--- src/lbbt_pkg.sv ---
// Shared types and constants of the block buffer tag engine.
package lbbt_pkg;

   localparam int SLOTS_DEF  = 64;
   localparam int TAG_W      = 32;
   localparam int REF_W      = 8;
   localparam int SLOT_IDX_W = 6;
   localparam int STATUS_W   = 3;
   localparam int SLOT_DW    = TAG_W + REF_W;

   localparam logic [TAG_W-1:0] TAG_UNUSED = {TAG_W{1'b1}};
   localparam logic [REF_W-1:0] REFS_MAX   = {REF_W{1'b1}};

   localparam logic OP_ACQUIRE = 1'b0;
   localparam logic OP_RELEASE = 1'b1;

   localparam logic [STATUS_W-1:0] ST_HIT      = 3'd0;
   localparam logic [STATUS_W-1:0] ST_MISS     = 3'd1;
   localparam logic [STATUS_W-1:0] ST_NOFREE   = 3'd2;
   localparam logic [STATUS_W-1:0] ST_RELEASED = 3'd3;
   localparam logic [STATUS_W-1:0] ST_BADREL   = 3'd4;

   typedef struct packed {
      logic                  operation;
      logic [TAG_W-1:0]      block_number;
      logic [SLOT_IDX_W-1:0] release_slot;
   } req_type;

   typedef struct packed {
      logic [SLOT_IDX_W-1:0] slot_index;
      logic [STATUS_W-1:0]   status;
      logic [REF_W-1:0]      ref_count_after;
   } rsp_type;

endpackage

--- src/lbbt_ram.sv ---
// Generic single-port-write, single-port-read RAM with registered read data.
module lbbt_ram #(
   parameter int WIDTH = 8,
   parameter int DEPTH = 64
) (
   input  logic                     clock,
   input  logic                     wr_en,
   input  logic [$clog2(DEPTH)-1:0] wr_addr,
   input  logic [WIDTH-1:0]         wr_data,
   input  logic [$clog2(DEPTH)-1:0] rd_addr,
   output logic [WIDTH-1:0]         rd_data
);

   logic [WIDTH-1:0] mem [DEPTH];

   always_ff @(posedge clock) begin
      if (wr_en) begin
         mem[wr_addr] <= wr_data;
      end
      rd_data <= mem[rd_addr];
   end

endmodule

--- src/lru_block_buffer_tags.sv ---
// Top level of the block buffer tag and replacement engine.
//
// Request channel: an item is taken on a rising edge with start high and busy
// low. An acquire looks up block_number; a release hands back release_slot.
// Response channel: rsp_strobe is high for one cycle with rsp_data; the
// receiver cannot stall it, so nothing is ever held back.
// Sequence: the response shows in the cycle after the deciding step. An
// acquire reads the list head, walks from the most recent end one linked
// slot per cycle for a tag match, then on a miss walks from the least recent
// end one slot per cycle for a free slot; a new request is taken only once
// the response is out. Each walk step is one read of the tag memory and the
// link memory, both with registered read data. A release out of range
// answers without going busy; a release checks its count and, when the
// count drops to zero, relinks the slot at the most recent end through the
// read-modify-write states S_MVO, S_MVN, S_MVH, S_MVF and S_MVT on the link
// memory.
// Reset: synchronous; per-entry valid bits make every slot read as unused
// with count zero and the list as slot 0 (newest) through SLOTS-1 (oldest),
// with no clearing pass.
module lru_block_buffer_tags #(
   parameter int SLOTS = lbbt_pkg::SLOTS_DEF
) (
   input  logic              clock,
   input  logic              reset,
   input  logic              start,
   input  lbbt_pkg::req_type req_data,
   output logic              busy,
   output logic              rsp_strobe,
   output lbbt_pkg::rsp_type rsp_data
);

   import lbbt_pkg::*;

   localparam int SLOT_W = $clog2(SLOTS);
   localparam int LINK_W = $clog2(SLOTS + 1);
   localparam int LINK_DW = 2 * LINK_W;
   localparam logic [LINK_W-1:0] HEAD = LINK_W'(SLOTS);
   localparam logic [LINK_W-1:0] ONE  = LINK_W'(1);

   typedef enum logic [9:0] {
      S_IDLE  = 10'b0000000001,
      S_AHEAD = 10'b0000000010,
      S_HWALK = 10'b0000000100,
      S_MWALK = 10'b0000001000,
      S_RCHK  = 10'b0000010000,
      S_MVO   = 10'b0000100000,
      S_MVN   = 10'b0001000000,
      S_MVH   = 10'b0010000000,
      S_MVF   = 10'b0100000000,
      S_MVT   = 10'b1000000000
   } state_type;

   state_type   state_ff, state_in;
   req_type     req_ff, req_in;
   rsp_type     rsp_ff, rsp_in;
   logic        rsp_strobe_ff, rsp_strobe_in;
   logic [LINK_W-1:0] cur_ff, cur_in;
   logic [LINK_W-1:0] cnt_ff, cnt_in;
   logic [LINK_W-1:0] head_newer_ff, head_newer_in;
   logic [LINK_W-1:0] o_ff, o_in;
   logic [LINK_W-1:0] n_ff, n_in;
   logic [LINK_W-1:0] first_ff, first_in;

   logic [SLOTS-1:0]  slot_vld_ff;
   logic [SLOTS:0]    link_vld_ff;
   logic              slot_rvld_ff;
   logic              link_rvld_ff;
   logic [LINK_W-1:0] link_raddr_ff;
   logic              fwd_ff;
   logic [LINK_DW-1:0] fwd_data_ff;

   logic               slot_we;
   logic [SLOT_W-1:0]  slot_wr_addr;
   logic [SLOT_DW-1:0] slot_wr_data;
   logic [SLOT_W-1:0]  slot_rd_addr;
   logic [SLOT_DW-1:0] slot_rd_data;
   logic               link_we;
   logic [LINK_W-1:0]  link_wr_addr;
   logic [LINK_DW-1:0] link_wr_data;
   logic [LINK_W-1:0]  link_rd_addr;
   logic [LINK_DW-1:0] link_rd_data;

   logic [LINK_DW-1:0] link_rst;
   logic [LINK_DW-1:0] link_q;
   logic [LINK_W-1:0]  q_older, q_newer;
   logic [LINK_W-1:0]  nb_older, nb_newer;
   logic [TAG_W-1:0]   q_tag;
   logic [REF_W-1:0]   q_refs;
   logic [REF_W-1:0]   refs_up, refs_down;
   logic               go_miss;
   logic [LINK_W-1:0]  miss_first;

   function automatic logic [LINK_W-1:0] safe_link(input logic [LINK_W-1:0] v);
      return (v > HEAD) ? HEAD : v;
   endfunction

   lbbt_ram #(
      .WIDTH (SLOT_DW),
      .DEPTH (SLOTS)
   ) u_slot_ram (
      .clock   (clock),
      .wr_en   (slot_we),
      .wr_addr (slot_wr_addr),
      .wr_data (slot_wr_data),
      .rd_addr (slot_rd_addr),
      .rd_data (slot_rd_data)
   );

   lbbt_ram #(
      .WIDTH (LINK_DW),
      .DEPTH (SLOTS + 1)
   ) u_link_ram (
      .clock   (clock),
      .wr_en   (link_we),
      .wr_addr (link_wr_addr),
      .wr_data (link_wr_data),
      .rd_addr (link_rd_addr),
      .rd_data (link_rd_data)
   );

   // reset-order links of the entry just read: {older, newer}
   always_comb begin
      if (link_raddr_ff == HEAD) begin
         link_rst = {LINK_W'(0), LINK_W'(SLOTS - 1)};
      end else if (link_raddr_ff == '0) begin
         link_rst = {ONE, HEAD};
      end else begin
         link_rst = {link_raddr_ff + ONE, link_raddr_ff - ONE};
      end
   end

   // bypass the write made on the same edge as the read
   assign link_q   = fwd_ff ? fwd_data_ff : (link_rvld_ff ? link_rd_data : link_rst);
   assign q_older  = link_q[LINK_DW-1:LINK_W];
   assign q_newer  = link_q[LINK_W-1:0];
   assign nb_older = safe_link(q_older);
   assign nb_newer = safe_link(q_newer);
   assign q_tag    = slot_rvld_ff ? slot_rd_data[SLOT_DW-1:REF_W] : TAG_UNUSED;
   assign q_refs   = slot_rvld_ff ? slot_rd_data[REF_W-1:0] : '0;
   assign refs_up  = (q_refs == REFS_MAX) ? q_refs : q_refs + 8'd1;
   assign refs_down = q_refs - 8'd1;

   always_comb begin
      state_in      = state_ff;
      req_in        = req_ff;
      rsp_in        = rsp_ff;
      rsp_strobe_in = 1'b0;
      cur_in        = cur_ff;
      cnt_in        = cnt_ff;
      head_newer_in = head_newer_ff;
      o_in          = o_ff;
      n_in          = n_ff;
      first_in      = first_ff;
      slot_we       = 1'b0;
      slot_wr_addr  = cur_ff[SLOT_W-1:0];
      slot_wr_data  = {q_tag, q_refs};
      slot_rd_addr  = cur_ff[SLOT_W-1:0];
      link_we       = 1'b0;
      link_wr_addr  = cur_ff;
      link_wr_data  = link_q;
      link_rd_addr  = HEAD;
      go_miss       = 1'b0;
      miss_first    = head_newer_ff;

      unique case (state_ff)
         S_IDLE: begin
            if (start) begin
               req_in = req_data;
               if (req_data.operation == OP_ACQUIRE) begin
                  link_rd_addr = HEAD;
                  state_in     = S_AHEAD;
               end else if (int'(req_data.release_slot) >= SLOTS) begin
                  rsp_strobe_in = 1'b1;
                  rsp_in = '{slot_index: req_data.release_slot, status: ST_BADREL,
                             ref_count_after: '0};
               end else begin
                  cur_in       = LINK_W'(req_data.release_slot);
                  slot_rd_addr = SLOT_W'(req_data.release_slot);
                  link_rd_addr = LINK_W'(req_data.release_slot);
                  state_in     = S_RCHK;
               end
            end
         end
         S_AHEAD: begin
            head_newer_in = nb_newer;
            if (nb_older == HEAD) begin
               go_miss    = 1'b1;
               miss_first = nb_newer;
            end else begin
               cur_in       = nb_older;
               cnt_in       = ONE;
               slot_rd_addr = nb_older[SLOT_W-1:0];
               link_rd_addr = nb_older;
               state_in     = S_HWALK;
            end
         end
         S_HWALK: begin
            if (q_tag == req_ff.block_number) begin
               slot_we       = 1'b1;
               slot_wr_data  = {q_tag, refs_up};
               rsp_strobe_in = 1'b1;
               rsp_in = '{slot_index: SLOT_IDX_W'(cur_ff), status: ST_HIT,
                          ref_count_after: refs_up};
               state_in      = S_IDLE;
            end else if (nb_older == HEAD || cnt_ff == HEAD) begin
               go_miss = 1'b1;
            end else begin
               cur_in       = nb_older;
               cnt_in       = cnt_ff + ONE;
               slot_rd_addr = nb_older[SLOT_W-1:0];
               link_rd_addr = nb_older;
            end
         end
         S_MWALK: begin
            if (q_refs == '0) begin
               slot_we       = 1'b1;
               slot_wr_data  = {req_ff.block_number, 8'd1};
               rsp_strobe_in = 1'b1;
               rsp_in = '{slot_index: SLOT_IDX_W'(cur_ff), status: ST_MISS,
                          ref_count_after: 8'd1};
               state_in      = S_IDLE;
            end else if (nb_newer == HEAD || cnt_ff == HEAD) begin
               rsp_strobe_in = 1'b1;
               rsp_in   = '{slot_index: '0, status: ST_NOFREE, ref_count_after: '0};
               state_in = S_IDLE;
            end else begin
               cur_in       = nb_newer;
               cnt_in       = cnt_ff + ONE;
               slot_rd_addr = nb_newer[SLOT_W-1:0];
               link_rd_addr = nb_newer;
            end
         end
         S_RCHK: begin
            rsp_strobe_in = 1'b1;
            if (q_refs == '0) begin
               rsp_in = '{slot_index: req_ff.release_slot, status: ST_BADREL,
                          ref_count_after: '0};
               state_in = S_IDLE;
            end else begin
               slot_we      = 1'b1;
               slot_wr_data = {q_tag, refs_down};
               rsp_in = '{slot_index: req_ff.release_slot, status: ST_RELEASED,
                          ref_count_after: refs_down};
               if (refs_down == '0) begin
                  o_in         = nb_older;
                  n_in         = nb_newer;
                  link_rd_addr = nb_older;
                  state_in     = S_MVO;
               end else begin
                  state_in = S_IDLE;
               end
            end
         end
         S_MVO: begin
            // unlink: newer[o] = n
            link_we      = 1'b1;
            link_wr_addr = o_ff;
            link_wr_data = {q_older, n_ff};
            link_rd_addr = n_ff;
            state_in     = S_MVN;
         end
         S_MVN: begin
            // unlink: older[n] = o
            link_we      = 1'b1;
            link_wr_addr = n_ff;
            link_wr_data = {o_ff, q_newer};
            link_rd_addr = HEAD;
            state_in     = S_MVH;
         end
         S_MVH: begin
            first_in     = nb_older;
            link_we      = 1'b1;
            link_wr_addr = cur_ff;
            link_wr_data = {nb_older, HEAD};
            link_rd_addr = nb_older;
            state_in     = S_MVF;
         end
         S_MVF: begin
            link_we      = 1'b1;
            link_wr_addr = first_ff;
            link_wr_data = {q_older, cur_ff};
            link_rd_addr = HEAD;
            state_in     = S_MVT;
         end
         S_MVT: begin
            link_we      = 1'b1;
            link_wr_addr = HEAD;
            link_wr_data = {cur_ff, q_newer};
            state_in     = S_IDLE;
         end
         default: begin
            state_in = S_IDLE;
         end
      endcase

      // start the walk for a free slot from the least recent end, or answer no free slot when the list is empty
      if (go_miss) begin
         if (miss_first == HEAD) begin
            rsp_strobe_in = 1'b1;
            rsp_in   = '{slot_index: '0, status: ST_NOFREE, ref_count_after: '0};
            state_in = S_IDLE;
         end else begin
            cur_in       = miss_first;
            cnt_in       = ONE;
            slot_rd_addr = miss_first[SLOT_W-1:0];
            link_rd_addr = miss_first;
            state_in     = S_MWALK;
         end
      end
   end

   always_ff @(posedge clock) begin
      if (reset) begin
         state_ff      <= S_IDLE;
         rsp_strobe_ff <= 1'b0;
         slot_vld_ff   <= '0;
         link_vld_ff   <= '0;
         fwd_ff        <= 1'b0;
      end else begin
         state_ff      <= state_in;
         rsp_strobe_ff <= rsp_strobe_in;
         if (slot_we) begin
            slot_vld_ff[slot_wr_addr] <= 1'b1;
         end
         if (link_we) begin
            link_vld_ff[link_wr_addr] <= 1'b1;
         end
         fwd_ff <= link_we && (link_wr_addr == link_rd_addr);
      end
   end

   always_ff @(posedge clock) begin
      req_ff        <= req_in;
      rsp_ff        <= rsp_in;
      cur_ff        <= cur_in;
      cnt_ff        <= cnt_in;
      head_newer_ff <= head_newer_in;
      o_ff          <= o_in;
      n_ff          <= n_in;
      first_ff      <= first_in;
      fwd_data_ff   <= link_wr_data;
      link_raddr_ff <= link_rd_addr;
      slot_rvld_ff  <= slot_vld_ff[slot_rd_addr];
      link_rvld_ff  <= link_vld_ff[link_rd_addr];
   end

   assign busy       = (state_ff != S_IDLE);
   assign rsp_strobe = rsp_strobe_ff;
   assign rsp_data   = rsp_ff;

   // a tag or count update always comes with its response beat
   a_slot_write_answers: assert property (@(posedge clock) disable iff (reset)
      slot_we |=> rsp_strobe_ff)
      else $error("slot memory written without a response beat");

   // list walks only read the link memory
   a_walk_no_link_write: assert property (@(posedge clock) disable iff (reset)
      (state_ff == S_AHEAD || state_ff == S_HWALK || state_ff == S_MWALK) |-> !link_we)
      else $error("link memory written during a walk");

   a_miss_count_one: assert property (@(posedge clock) disable iff (reset)
      (rsp_strobe_ff && rsp_ff.status == ST_MISS) |-> rsp_ff.ref_count_after == 8'd1)
      else $error("miss response with count other than one");

   a_walk_bound: assert property (@(posedge clock) disable iff (reset)
      (state_ff == S_HWALK || state_ff == S_MWALK) |-> (cnt_ff != '0 && cnt_ff <= HEAD))
      else $error("walk step count out of range");

   a_no_beat_on_entry: assert property (@(posedge clock) disable iff (reset)
      $rose(busy) |-> !rsp_strobe_ff)
      else $error("response beat on the first busy cycle");

endmodule
--- config.mk ---
export PLATFORM = sky130hd
export DESIGN_NAME = lru_block_buffer_tags
export DESIGN_NICKNAME = d
export VERILOG_FILES = /design/src/lbbt_pkg.sv /design/src/lbbt_ram.sv /design/src/lru_block_buffer_tags.sv
export SDC_FILE = /design/constraint.sdc
export NUM_CORES = 2
export LEC_CHECK = 0
export ABC_AREA = 0
export BUFFER_PORTS_ARGS = -buffer_cell sky130_fd_sc_hd__clkbuf_2
export CORE_MARGIN = 8
export CORE_UTILIZATION = 35
export CTS_BUF_LIST = sky130_fd_sc_hd__clkbuf_8
export CTS_CLUSTER_SIZE = 10
export DETAILED_ROUTE_END_ITERATION = 8
export GPL_TIMING_DRIVEN = 0
export MAX_ROUTING_LAYER = met4
export PLACE_DENSITY = 0.52
export RECOVER_POWER = 25
export REMOVE_ABC_BUFFERS = 1
export SYNTH_ARGS = -nofsm -noshare
export SYNTH_HDL_FRONTEND = slang
export SYNTH_SLANG_ARGS = --single-unit
--- constraint.sdc ---
create_clock -name clock -period 6.65 [get_ports clock]
set_input_delay 1.33 -clock clock [delete_from_list [all_inputs] [get_ports clock]]
set_output_delay 1.33 -clock clock [all_outputs]
set_load 0.005 [all_outputs]
**Word level (Yosys, flattened, before mapping)**

Memory sizes are Yosys's and may differ from the RTL's. A register that Yosys moved wholly into a read port is not among the register bits.
Cells that the tools add are included.
W data, S select, Z words.

- Add/subtract/negate cells: 5
- $lt $le $gt $ge: 8
- Equal/unequal tests: 23
- Mux-type cells: 101
- Bitwise logic cells: 3
- Reductions and logical operators: 12

Operators with widths:

| operator | number |
|---|---|
| $mux W7 | 31 |
| $pmux W40 S3 | 1 |
| $pmux W10 S9 | 1 |
| $mux W17 | 5 |
| $pmux W14 S5 | 1 |
| $mux W6 | 11 |
| $or A65 B65 Y65 | 1 |
| $or A64 B64 Y64 | 1 |
| $mux W10 | 6 |
| $mux W14 | 4 |
| $pmux W7 S4 | 2 |
| $pmux W17 S3 | 1 |
| $pmux W7 S7 | 1 |
| $mux W40 | 1 |
| $eq A7 B7 Y1 const B | 5 |
| $eq A32 B32 Y1 | 1 |
| $mux W32 | 1 |
| $mux W8 | 4 |
| $pmux W6 S4 | 1 |
| $pmux W7 S3 | 1 |
| $mux W1 | 19 |
| $logic_not A8 Y1 | 2 |
| $lt A7 B8 Y1 const B | 2 |
| $add A7 B1 Y7 const B | 2 |
| other kinds (39) | 47 |

- Flip-flop bits (word level): 261
- Memory bits (writable): 3470
- Bits of input ports: 42
- Memories: 2

Memory list:

| memory | words | width | read ports | clocked after Yosys merged registers in | wr ports | line | text |
|---|---|---|---|---|---|---|---|
| u_slot_ram.mem | 64 | 40 | 1 | 1 | 1 | lbbt_ram.sv:14 | `logic [WIDTH-1:0] mem [DEPTH];` |
| u_link_ram.mem | 65 | 14 | 1 | 1 | 1 | lbbt_ram.sv:14 |  |

**Logic depth before layout (Yosys ltp)**

- Depth in word-level cells: 16
- Depth in mapped cells: 23
- Depth with buffers taken out: 16

**Cells and area by module**

Synthesis repeated with hierarchy kept, for this count alone.

- Cell total of the unflattened synthesis: 7463
- Area, all modules: 147159.9 sq um

Modules (own cells, without submodules):

| module | times used | cells each | area each (sq um) |
|---|---|---|---|
| lbbt_ram (u_slot_ram) | 1 | 4195 | 97836.3 |
| lbbt_ram (u_link_ram) | 1 | 1596 | 35425.2 |
| lru_block_buffer_tags | 1 | 1672 | 13898.3 |

**Worst setup path before layout**

No wires, ideal clock.

- Kind: reg-to-reg
- From: register slot_rvld_ff
- To: memory u_slot_ram.mem[0][5] in the netlist's numbering (data pin)
- Library setup time: 0.702 ns
- Data arrival time: 5.056 ns
- Required time: 5.948 ns
- Slack: 0.893 ns
- Cell stages (with the launch flop): 16
- Path buffers: 3
- Path through: dfxtp_1 -> buf_2 -> buf_4 -> buf_2 -> nand2_1 -> inv_1 -> ha_1 -> and3_1 -> nand4_1 -> nor2_1 -> and2_0 -> nor3_1 -> and3_1 -> a21oi_1 -> nor3_1 -> o21ai_0

- Cells in the longest elaborated chain, start to end: 5

RTL lines:

| element | line | text |
|---|---|---|
| start: declaration | lru_block_buffer_tags.sv:66 | `logic slot_rvld_ff;` |
| start signal: assignment | lru_block_buffer_tags.sv:343 | `slot_rvld_ff <= slot_vld_ff[slot_rd_addr];` |
| $mux W8 | lru_block_buffer_tags.sv:139 | `assign q_refs = slot_rvld_ff ? slot_rd_data[REF_W-1:0] : '0;` |
| $add A8 B1 Y8 / $eq A8 B8 Y1 (equally long branches) | lru_block_buffer_tags.sv:140 | `assign refs_up = (q_refs == REFS_MAX) ? q_refs : q_refs + 8'd1;` |
| $mux W8 | lru_block_buffer_tags.sv:140 |  |
| $mux W8 | lru_block_buffer_tags.sv:198 | `if (q_tag == req_ff.block_number) begin` |
| $pmux W40 S3 * | lru_block_buffer_tags.sv:165 | `unique case (state_ff)` |
| via slot_wr_data[5] | lru_block_buffer_tags.sv:74 | `logic [SLOT_DW-1:0] slot_wr_data;` |
| end: declaration | lbbt_ram.sv:14 |  |

The timed path passes the listed nets; every way through them passes the cells marked *.

**Worst setup path in the final report**

- From: register slot_rvld_ff
- To: register u_slot_ram.rd_data[35], read port of u_slot_ram.mem

- Cells in the longest elaborated chain, start to end: 6

RTL lines:

| element | line | text |
|---|---|---|
| $mux W32 / $mux W8 (equally long branches) | lru_block_buffer_tags.sv:138, lru_block_buffer_tags.sv:139 |  |
| $eq A32 B32 Y1 / $logic_not A8 Y1 (equally long branches) | lru_block_buffer_tags.sv:198, lru_block_buffer_tags.sv:215 |  |
| $mux W6, on equally long branches | lru_block_buffer_tags.sv:198, lru_block_buffer_tags.sv:215 |  |
| $pmux W6 S4 | lru_block_buffer_tags.sv:165 |  |
| $mux W6 | lru_block_buffer_tags.sv:298 | `if (miss_first == HEAD) begin` |
| $mux W6 * | lru_block_buffer_tags.sv:297 | `if (go_miss) begin` |
| end: declaration | lbbt_ram.sv:11 | `output logic [WIDTH-1:0] rd_data` |

Every way passes the cells marked *; elsewhere a longest branch is shown, timed or not.
A chain may end at the register's enable or synchronous reset.

==> results_dict.tcl <==
set metrics [dict create \
    status "complete, but fails checks" \
    violations "capacitance limit, slew limit" \
    cpLargestDelayFamily "buffers and inverters" \
    relSlewSlack_pct -150.8 \
    fin_skew_ns 0.1191 \
    worstPathArrival_ns 7.64 \
    drtIter0Drc 10349 \
    grt_pass1_vias 91411 \
    grt_pass1_wl_um 679000 \
    area_delta_synth_final_pct 19.66 \
    viasPerCell 5.566 \
    finalSetupViolations 0 \
    yosysTopAreaCell "edfxtp_1" \
    dr_wl_met2_um 221800 \
    die_w_um 675.3 \
    drtAntennaViolNets 0 \
    regToRegSetupSlack_ns 0.03 \
    cts-htree-levels 6 \
    numPortBuffers 60 \
    gp_congestion 0.8706 \
    syn_inst 9795 \
    io_pins 61 \
    async_reset_ff_share_pct 0 \
    r2r-end "u_slot_ram.rd_data[35]" \
    total_power_w 0.05834 \
    crit_buf_inv 13 \
    coreArea_mm2 0.4336 \
    maxSlewViolCount 159 \
    synth_cell_type_count 103 \
    path_common_cell "buf_16" \
    drv_cap 6 \
    detailed_place_hpwl_um 320900 \
    critPathMaxFanout 28 \
    final.period_utilization_pct 99.60 \
    critPathCapture "u_slot_ram.rd_data[35]" \
    netlist_area_mm2 0.1522 \
    clk_latency_ns 1.21 \
    slowest_stage "or4_4" \
    clockBufferDepth 4 \
    drc_errors 0 \
    ys_seq_elements 3785 \
    r2r_start "slot_rvld_ff" \
    maxUsedRoutingLayer "met4" \
    start_kind "register" \
    end_kind "register" \
    path_class "register to register" \
    clk_pin_slew_ns 0.06 \
    worstMarginPinSlew_ns 3.761 \
    cts.sinks 3785 \
    grt_overflow 0 \
    wl_per_cell_um 29.14 \
    slowest_delay_ns 0.61 \
    die_area_mm2 0.4561 \
    num_vias 93069 \
    hold_viol 0 \
    first_pass_iters 6 \
    drive_gt1_share_pct 20.38 \
    ys_seq_area_share_pct 73.06 \
    antenna_found_initial 18 \
    netlist_top_cells_area "edfxtp_1, mux2i_1, mux2_2" \
    nets 10531 \
    fin_crit_ns 6.624 \
    setup_slack_ns 0.02631 \
    hp-class "primary input to register" \
    synth_top_area_share_pct 69.78 \
    initial_core_util_pct 35.09 \
    dp_slack_ns -2.751 \
    cts_buffers 636 \
    wl_um 487300 \
    wl_met1_um 210300 \
    synth_ff_type "edfxtp_1" \
    worst-path-stages 25 \
    cts-root-buf "clkbuf_8" \
    std_cell_rows 242 \
    cts_tree "built" \
    grt_max_degree 136 \
    rsz0062_at_grt "true" \
    fin_area_mm2 0.1821 \
    synth.avg_cell_area_um2 15.53 \
    die_h_um 675.3 \
    place_area_mm2 0.1695 \
    synth-edff-count 3536 \
    r2r_cells 25 \
    power.density_mw_per_mm2 320.4 \
    utilization_pct 41.99 \
    yosys_warnings 0 \
    worst_ir_drop_vdd_mv 0.2378 \
    track_usage_pct 21.08 \
    required_ns 7.67 \
    fmax_mhz 151.0 \
    p_leak_nw 58.69 \
    wl_met3_um 35700 \
    cp-startpoint "slot_rvld_ff" \
]
==> how the worst min path moves through the flow <==
stage                                start  slack, ns  cells past startpoint                endpoint
global route                   req_data[9]       0.21                      1               req_ff[9]
finish                         req_data[9]       0.31                      1               req_ff[9]
floorplan           u_link_ram.mem[64][13]       0.42                      2  u_link_ram.rd_data[13]
CTS                            req_data[9]       0.16                      1               req_ff[9]
detailed placement            rsp_data[14]       0.46                      2            rsp_data[14]
global placement           slot_vld_ff[44]       0.44                      2         slot_vld_ff[44]
==> cells in the mapped netlist (40+ instances only) <==
library cell and n:
o22ai_1 113, buf_4 47, mux2i_1 1148, buf_2 235, a22oi_1 320, inv_1 62
buf_1 58, a31oi_1 59, nor2_1 475, dfxtp_1 249, o31ai_1 48, nand4_1 79
nor3_1 40, nand2_1 676, o21ai_0 79, nand3_1 849, a211oi_1 63, mux2_2 517
clkbuf_1 265, edfxtp_1 3536, o2111ai_1 169, a21oi_1 123, and3_1 141
==> state kept, by name, indices dropped and copies added (netlist names), 10 cells and up <==
signal,cells
fwd_data_ff,14
slot_vld_ff,64
u_slot_ram.rd_data,40
state_ff,10
req_ff,38
link_vld_ff,65
u_slot_ram.mem,2560
u_link_ram.mem,910
u_link_ram.rd_data,14
rsp_data,17
==> cells in the final DEF, fill, tap and decap left out, types with 106 or more instances in the layout <==
master,netlist,routed
clkinv_1,3,112
dfxtp_1,249,247
buf_16,0,145
and3_1,141,140
o2111ai_1,169,169
inv_1,62,315
a22oi_1,320,317
clkbuf_8,0,677
a21oi_1,123,118
mux2i_1,1148,1148
buf_8,0,142
edfxtp_1,3536,3536
nand2_1,676,671
nand3_1,849,847
o22ai_1,113,106
mux2_2,517,517
buf_12,0,246
nor2_1,475,333
==> what timing repair did <==
item | 4_1_cts | 5_1_grt
setup buffers | 22 | 29
hold buffers | 0 | 0
resized for setup | 62 | 26
setup endpoints to repair | 2298 | 393
pin swaps | 13 | 24
cloned | 2 | 3
==> logic make-up after synthesis <==
kind of cell	after synthesis	share of synthesized area (%)
AO/OA/AOI/OAI	1193	5.749
multiplexers	1667	11.41
flip-flops	3785	73.06
XOR/XNOR	34	0.1957
AND/OR/NAND/NOR	2424	7.493
buffers and inverters	682	2.011
adder cells (fa/ha/maj)	10	0.08223
==> stage by stage <==
stage	hold WS [ns]	std cells	TNS [ns]
6_report	0.3118	16722	0
5_1_grt	0.2088	16717	-0.01265
4_1_cts	0.1620	16681	0
3_5_place_dp	0.4553	15522	-788.74
3_3_place_gp	0.4441	14980	-
2_1_floorplan	0.4238	9186	-5700.81
==> area by class of cell <==
class	count	area (um2)
Fill cell	38830	251500
Sequential cell	3785	111200
Multi-Input combinational cell	5330	39890
Timing Repair Buffer	653	11850
Clock buffer	676	9304
Tap cell	5734	7174
Clock inverter	460	2357
Inverter	73	297.8
Antenna cell	11	27.53
==> report_power, final <==
| group | internal, W | switching, W |
|---|---|---|
| Sequential | 0.0284 | 0.000434 |
| Combinational | 0.00305 | 0.00724 |
| Clock | 0.00971 | 0.00950 |
| Total | 0.0412 | 0.0172 |
==> per-layer routing <==
metal	global-route usage, %	vias up
met5	-	-
met4	7.534	0
met3	3.331	957
met2	32.32	4080
met1	28.51	48168
li1	-	39864
(Power assumes the default switching activity.)
